## src/design/sac_pkg.sv

```systemverilog
// Shared types and constants of the stick axis conditioner.
// Used by the axis pipeline, the top level and the port checker.
package sac_pkg;

    localparam int NUM_STAGES = 8;
    localparam int DIV_FIRST = 2;
    localparam int DIV_STAGES = 4;
    localparam int DIV_BITS = 4;
    localparam int NUM_AXES = 4;
    localparam int GAIN_FRAC = 8;

    localparam logic [14:0] AXIS_MAX = 15'd32767;
    localparam logic [15:0] AXIS_MAX_S = 16'h7FFF;
    localparam logic [15:0] AXIS_MIN_S = 16'h8000;
    localparam logic [22:0] GAIN_POS_LIMIT = 23'd32767;
    localparam logic [22:0] GAIN_NEG_LIMIT = 23'd32768;

    localparam int CFG_INDEX_W = 8;
    localparam int CFG_DATA_W = 16;

    localparam logic [CFG_INDEX_W-1:0] CFG_ENABLE = 8'd0;
    localparam logic [CFG_INDEX_W-1:0] CFG_LEFT_DZ = 8'd1;
    localparam logic [CFG_INDEX_W-1:0] CFG_RIGHT_DZ = 8'd2;
    localparam logic [CFG_INDEX_W-1:0] CFG_LEFT_GAIN = 8'd3;
    localparam logic [CFG_INDEX_W-1:0] CFG_RIGHT_GAIN = 8'd4;
    localparam logic [CFG_INDEX_W-1:0] CFG_TRIG_THR = 8'd5;
    localparam logic [CFG_INDEX_W-1:0] CFG_INVERT = 8'd6;

    localparam logic [14:0] RST_DEAD_ZONE = 15'd4096;
    localparam logic [15:0] RST_GAIN = 16'd256;
    localparam logic [7:0] RST_TRIG_THR = 8'd30;

    typedef logic [NUM_STAGES-1:0] t_stage_en;

    typedef struct packed {
        logic        enable;
        logic [14:0] dz_thr;
        logic [15:0] gain;
        logic        invert;
    } t_axis_cfg;

    typedef struct packed {
        logic [7:0] left;
        logic [7:0] right;
    } t_trig_pair;

endpackage

```

## src/design/sac_axis_pipe.sv

```systemverilog
// Eight-stage pipeline for one stick axis: dead zone, rescale division, gain, inversion.
// Depends on sac_pkg; stage enables and configuration come from the top level.
module sac_axis_pipe
    import sac_pkg::*;
(
    input  logic               i_clk,
    input  t_stage_en          i_en,
    input  t_axis_cfg          i_cfg,
    input  logic signed [15:0] i_raw,
    output logic signed [15:0] o_axis
);

    typedef struct packed {
        logic [15:0] raw;
        logic        neg;
        logic        zero;
    } t_axis_side;

    t_axis_side  r_side [NUM_STAGES-1];
    logic [15:0] r_diff;
    logic [30:0] r_rem [DIV_STAGES+1];
    logic [15:0] r_quo [DIV_STAGES+1];
    logic [30:0] r_prod;
    logic [15:0] r_out;

    logic [15:0] raw_u;
    logic [15:0] mag;
    logic        below;
    logic [14:0] span;
    t_axis_side  n_side;

    assign raw_u = i_raw;
    assign mag = raw_u[15] ? (~raw_u + 16'd1) : raw_u;
    assign below = (mag < {1'b0, i_cfg.dz_thr}) || (i_cfg.dz_thr == AXIS_MAX);
    assign span = AXIS_MAX - i_cfg.dz_thr;

    always_comb begin
        n_side.raw = raw_u;
        n_side.neg = raw_u[15];
        n_side.zero = below;
    end

    always_ff @(posedge i_clk) begin
        if (i_en[0]) begin
            r_side[0] <= n_side;
            r_diff <= below ? 16'd0 : (mag - {1'b0, i_cfg.dz_thr});
        end
        if (i_en[1]) begin
            r_side[1] <= r_side[0];
            r_rem[0] <= {r_diff, 15'd0} - {15'd0, r_diff};
            r_quo[0] <= '0;
        end
        for (int k = 2; k < NUM_STAGES - 1; k++) begin
            if (i_en[k]) begin
                r_side[k] <= r_side[k-1];
            end
        end
    end

    for (genvar j = 0; j < DIV_STAGES; j++) begin : g_div
        logic [30:0] n_rem;
        logic [15:0] n_quo;

        always_comb begin
            logic [30:0] rem;
            logic [15:0] quo;
            logic [30:0] trial;
            rem = r_rem[j];
            quo = r_quo[j];
            for (int b = 0; b < DIV_BITS; b++) begin
                trial = {16'd0, span} << (15 - DIV_BITS * j - b);
                if (rem >= trial) begin
                    rem = rem - trial;
                    quo[15 - DIV_BITS * j - b] = 1'b1;
                end
            end
            n_rem = rem;
            n_quo = quo;
        end

        always_ff @(posedge i_clk) begin
            if (i_en[DIV_FIRST + j]) begin
                r_rem[j+1] <= n_rem;
                r_quo[j+1] <= n_quo;
            end
        end
    end

    localparam int GAIN_STAGE = DIV_FIRST + DIV_STAGES;
    localparam int OUT_STAGE = GAIN_STAGE + 1;

    logic [14:0] scaled;
    assign scaled = r_side[GAIN_STAGE-1].zero ? 15'd0
                  : (r_quo[DIV_STAGES][15] ? AXIS_MAX : r_quo[DIV_STAGES][14:0]);

    always_ff @(posedge i_clk) begin
        if (i_en[GAIN_STAGE]) begin
            r_prod <= {16'd0, scaled} * {15'd0, i_cfg.gain};
        end
    end

    logic [22:0] q;
    logic [15:0] gained;
    logic [15:0] inverted;
    logic        neg_last;

    assign q = r_prod[30:GAIN_FRAC];
    assign neg_last = r_side[GAIN_STAGE].neg;

    always_comb begin
        logic [15:0] qm;
        qm = (q > GAIN_NEG_LIMIT) ? AXIS_MIN_S : q[15:0];
        if (neg_last) begin
            gained = ~qm + 16'd1;
        end else begin
            gained = (q > GAIN_POS_LIMIT) ? AXIS_MAX_S : q[15:0];
        end
        if (!i_cfg.invert) begin
            inverted = gained;
        end else if (gained == AXIS_MIN_S) begin
            inverted = AXIS_MAX_S;
        end else begin
            inverted = ~gained + 16'd1;
        end
    end

    always_ff @(posedge i_clk) begin
        if (i_en[OUT_STAGE]) begin
            r_out <= i_cfg.enable ? inverted : r_side[GAIN_STAGE].raw;
        end
    end

    assign o_axis = r_out;

endmodule

```

## config.mk

```make
export PLATFORM = sky130hd
export DESIGN_NAME = sac_axis_pipe
export DESIGN_NICKNAME = d
export VERILOG_FILES = /design/src/design/sac_pkg.sv /design/src/design/sac_axis_pipe.sv
export SDC_FILE = /design/constraint.sdc
export NUM_CORES = 2
export LEC_CHECK = 0
export CAP_MARGIN = 20
export CORE_UTILIZATION = 60
export DETAILED_ROUTE_END_ITERATION = 7
export DONT_BUFFER_PORTS = 1
export HOLD_SLACK_MARGIN = 0.08
export PLACE_DENSITY = 0.73
export REMOVE_ABC_BUFFERS = 1
export SYNTH_ARGS = -nofsm -noshare
export SYNTH_HDL_FRONTEND = slang
export SYNTH_SLANG_ARGS = --single-unit
export TNS_END_PERCENT = 1
```

## constraint.sdc

```tcl
create_clock -name i_clk -period 35.3 [get_ports i_clk]
set_input_delay 3.53 -clock i_clk [delete_from_list [all_inputs] [get_ports i_clk]]
set_output_delay 3.53 -clock i_clk [all_outputs]
set_load 0.01 [all_outputs]
```

Yosys cells after proc, flatten, opt, wreduce, memory -nomap -nowiden
Memory sizes are Yosys's and may differ from the RTL's.
Cells that the tools add are included.
- bits in registers: 63
- input bits: 58
- bits in writable memories: 361
- memories: 3
- word-level logic and storage cells: 109
- output and inout bits: 16
- bitwise gates (word level): 3
- mux-type cells: 55
- magnitude comparators: 19
- equality and inequality tests: 2
- reduce and logical (&&, ||, !) cells: 1
- $mul: 1
- $add $sub $neg: 22
- memory list (memory ; words ; width ; rd ports ; clocked after Yosys merged registers in ; wr ports ; RTL line ; RTL):
    r_rem ; 5 ; 31 ; 4 ; 0 ; 5 ; sac_axis_pipe.sv:21 ; logic [30:0] r_rem [DIV_STAGES+1];
    r_side ; 7 ; 18 ; 7 ; 0 ; 7 ; sac_axis_pipe.sv:19 ; t_axis_side r_side [NUM_STAGES-1];
    r_quo ; 5 ; 16 ; 5 ; 0 ; 5 ; sac_axis_pipe.sv:22 ; logic [15:0] r_quo [DIV_STAGES+1];
- operators by type and width (kind ; count):
    31-bit two-way mux ; 16
    16-bit two-way mux ; 7
    31-bit by 16-bit subtractor with 31-bit output ; 2
    16-bit by 1-bit adder with 16-bit output, second input constant ; 3
    16-bit inverter ; 3
    31-bit by 15-bit >= comparator with 1-bit output ; 1
    31-bit by 16-bit >= comparator with 1-bit output ; 1
    31-bit by 17-bit >= comparator with 1-bit output ; 1
    31-bit by 18-bit >= comparator with 1-bit output ; 1
    31-bit by 19-bit >= comparator with 1-bit output ; 1
    31-bit by 20-bit >= comparator with 1-bit output ; 1
    31-bit by 21-bit >= comparator with 1-bit output ; 1
    31-bit by 22-bit >= comparator with 1-bit output ; 1
    31-bit by 23-bit >= comparator with 1-bit output ; 1
    31-bit by 24-bit >= comparator with 1-bit output ; 1
    31-bit by 25-bit >= comparator with 1-bit output ; 1
    31-bit by 26-bit >= comparator with 1-bit output ; 1
    31-bit by 27-bit >= comparator with 1-bit output ; 1
    31-bit by 28-bit >= comparator with 1-bit output ; 1
    31-bit by 29-bit >= comparator with 1-bit output ; 1
    31-bit by 30-bit >= comparator with 1-bit output ; 1
    15-bit by 16-bit multiplier with 31-bit output ; 1
    31-bit by 15-bit subtractor with 31-bit output ; 1
    31-bit by 17-bit subtractor with 31-bit output ; 1
    23 further kinds ; 53

Depth between registers and ports, before layout
- depth after elaboration: 10
- depth in mapped cells: 64
- mapped depth without buffers: 59

Worst setup path before layout
No wires, ideal clock.
- path kind: input -> register
- from: input i_cfg[17] (netlist name)
- to: memory r_rem[1][28], in the netlist r_rem[0][59] (data pin)
- path slack: 18.563 ns
- arrival: 16.470 ns
- path buffers: 5
- cell stages on the path: 62
- path through: inv_1 ha_1 fa_1 nor2b_1 o21ai_1 a21boi_0 o21a_1 o21ai_1 a21o_1 o31ai_1 clkbuf_1 clkbuf_1 a21oi_1 ha_1 nor2b_1 o21ai_0 a21oi_1 nor3_1 [26 not listed] o21ai_0 a21boi_0 o21ai_0 a21boi_0 o21ai_0 a21boi_0 o21ai_0 a21oi_1 o21ai_0 nand2b_1 a21o_1 a21oi_1 o21ai_0 or4b_2 clkbuf_1 clkbuf_1 a21oi_1 o22ai_1
- RTL lines (item ; RTL line ; RTL):
    from (decl) ; sac_axis_pipe.sv:8 ; input t_axis_cfg i_cfg,
    to (decl) ; sac_axis_pipe.sv:21 ;

==> metrics.txt <==
post-synthesis sequential area ratio=around 28%; critical path fanouts, max=34; # Post-CTS Setup Buffers=0; Post-synth EDFFs=between 300 and 400; total number of vias=between 20k and 30k; Die Span X=around 250 um; hold path start=r_side[2][7]$_DFFE_PP_; Setup crit end kind=register; status=complete, no violations; WP data required=~36 ns; Cells after Synth=~4.0k; Crit-path slowest cell=nand3_1; clk buf depth=3; max incr delay on CP=approximately 0.65 ns; ys async rst share=0%; Final min period=17.59 ns; Relative slew margins=32.1%; I/O Buffers=0; Clock Latency Late Sink=approximately 0.6 ns; worst hold path cell count=0; DIE HEIGHT=246 um; Crit Path Class=in -> reg; R2R depth=52; r2r setup slk=between 20 and 25 ns; ranking of synthesized cells by area=edfxtp_1, ha_1, fa_1; CTS buffer count=38; vias in the first global route=roughly 28k; router iterations before antenna repair=5; path type of the worst min-delay path=reg -> reg; CTS Hold Buffers Added=0; area of the core=between 0.05 and 0.06 mm2; synth unique cells=87; biggest area consumer among synthesized cells=edfxtp_1; Root Driver=clkbuf_16; Hold Violations, Final=0; r2r startpoint=r_rem[0][55]$_DFFE_PP_; All-Layer GR Usage=29.7%; detailed-route DRC error count=0; n_diodes=0; Cell Area, Synth=between 0.03 and 0.04 mm2; initial antenna violation count=1; Nets=~4.5k; skew final=between 0.03 and 0.04 ns; crit share post-route=49.8%; vias per cell=about 6.1; Storage cell area=between 0.01 and 0.015 mm2; Reg2Reg Capture Point=r_rem[0][92]$_DFFE_PP_; RSZ-0062 raised after global routing=no; Setup violations, final=0; hold endpoint=r_side[3][7]$_DFFE_PP_; top cells by count, synth=nand2_1, ha_1, inv_1; initial core utilization=about three fifths; DR WL/cell=18.9 um; slew at the pin with the worst max-slew slack=1.02 ns; Detailed Route WL=between 80 and 90 mm; number of synthesized register bits=roughly 340; Max Clk Rate=approximately 57 MHz; syn_area_per_cell=~9.0 um2; die area=between 0.06 and 0.07 mm2; hold slack=0.415 ns; first-pass GRT wire length=approximately 140 mm; post-CTS sizing=0; largest net degree at the start of global routing=between 60 and 70; DP HPWL=~67 mm; H-tree levels=2; Area Overhead vs Synth=5.84%; total gr overflow=0; clock-pin slew on the worst setup and hold paths=0.06 ns; share of cells above drive strength 1=around 4.8%; final RePlAce weighted congestion=between 0.9 and 1; Top FF cell, synth=edfxtp_1; Data arrival, critical path=about 18 ns; 1st-iter DRT viols=~1.8k; fillers=4880; synth warn=0; Rows=89; CTS tree=built; ANT nets after route=0; area occupied by multi-input gates=around 0.024 mm2; count leader, synth=nand2_1; Max Transition Viols Final=0; setup TNS=0 ns; I/O pins=between 70 and 80; Yosys top cell area share=between 20% and 30%; max-cap violations=0; startpoint types=primary input; clock sink count=337
==> critical path: cells and delay by family <==
kind                       cells  cell delay, ns
AOI/OAI and AO/OA             31            7.21
and+or+nand+nor               13            3.75
buffers and inverters          4            1.40
adders and majority gates      4            1.27
muxes                          1            0.55
xor gates and xnor gates       1            0.14
==> stage by stage <==
| stage | instances | cell area [um2] | setup slack (ns) | utilization [%] |
|---|---|---|---|---|
| 2_1_floorplan | 3852 | 35400 | 16.51 | - |
| 3_3_place_gp | 4650 | 36500 | 17.66 | 62.0 |
| 3_5_place_dp | 4650 | 36500 | 17.35 | 62.0 |
| 4_1_cts | 4719 | 37800 | 17.86 | 64.2 |
| 5_1_grt | 4719 | 37800 | 16.10 | 64.2 |
| 6_report | 4719 | 37800 | 17.71 | 64.2 |
==> kinds of logic after synthesis <==
| family | after synthesis | share of synthesized area [%] |
|---|---|---|
| multiplexers | 65 | 1.99 |
| AO/OA/AOI/OAI | 900 | 15.7 |
| AND/OR/NAND/NOR | 1351 | 18.5 |
| buffers and inverters | 446 | 4.74 |
| flip-flops | 337 | 28.3 |
| XOR/XNOR | 305 | 7.47 |
| adder cells (fa/ha/maj) | 549 | 23.3 |
==> how the worst max path moves through the flow <==
stage               from                      to  depth (start not counted)
2_1_floorplan  i_cfg[17]  r_rem[0][49]$_DFFE_PP_                         56
3_3_place_gp   i_cfg[18]  r_rem[0][92]$_DFFE_PP_                         54
3_5_place_dp   i_cfg[18]  r_rem[0][92]$_DFFE_PP_                         54
4_1_cts        i_cfg[18]  r_rem[0][92]$_DFFE_PP_                         55
5_1_grt        i_cfg[18]  r_rem[0][92]$_DFFE_PP_                         54
6_report       i_cfg[18]  r_rem[0][92]$_DFFE_PP_                         54
==> cell usage in the layout (no fill, tap or decap), types with 46 or more instances in the layout <==
master	instances
a21o_1	95
a21oi_1	286
and2_1	117
edfxtp_1	337
fa_1	195
ha_1	354
inv_1	339
mux2_2	46
nand2_1	412
nand2b_1	52
nand3_1	51
nand4_1	57
nor2_1	320
nor3_1	99
o21ai_0	215
o31ai_1	46
or3_1	48
xnor2_1	198
xor2_1	107
==> metal layers <==
layer / wire [um] / GRT usage (%) / up-vias
met5: 0 / 0 / -
met4: 4280 / 13.6 / 0
met3: 5180 / 3.34 / 241
met2: 41300 / 49.0 / 928
met1: 38300 / 39.2 / 13500
li1: - / - / 14000
==> flip-flops by register name, summed over array words and instances, names as in the netlist <==
name    flops
o_axis     16
r_diff     16
r_prod     23
r_quo      40
r_rem     124
r_side    118
==> final cells by class <==
cell class	count	area share, %
clock buffer	42	2.55
clock inverter	27	0.863
inverter	345	3.42
multi-input combinational	3170	63.4
sequential	337	26.7
tap	773	2.56
timing repair buffer	25	0.496
Power is left out: the tool's default activity adds up to more than one toggle a clock period on the data nets, which glitch-free logic cannot reach.
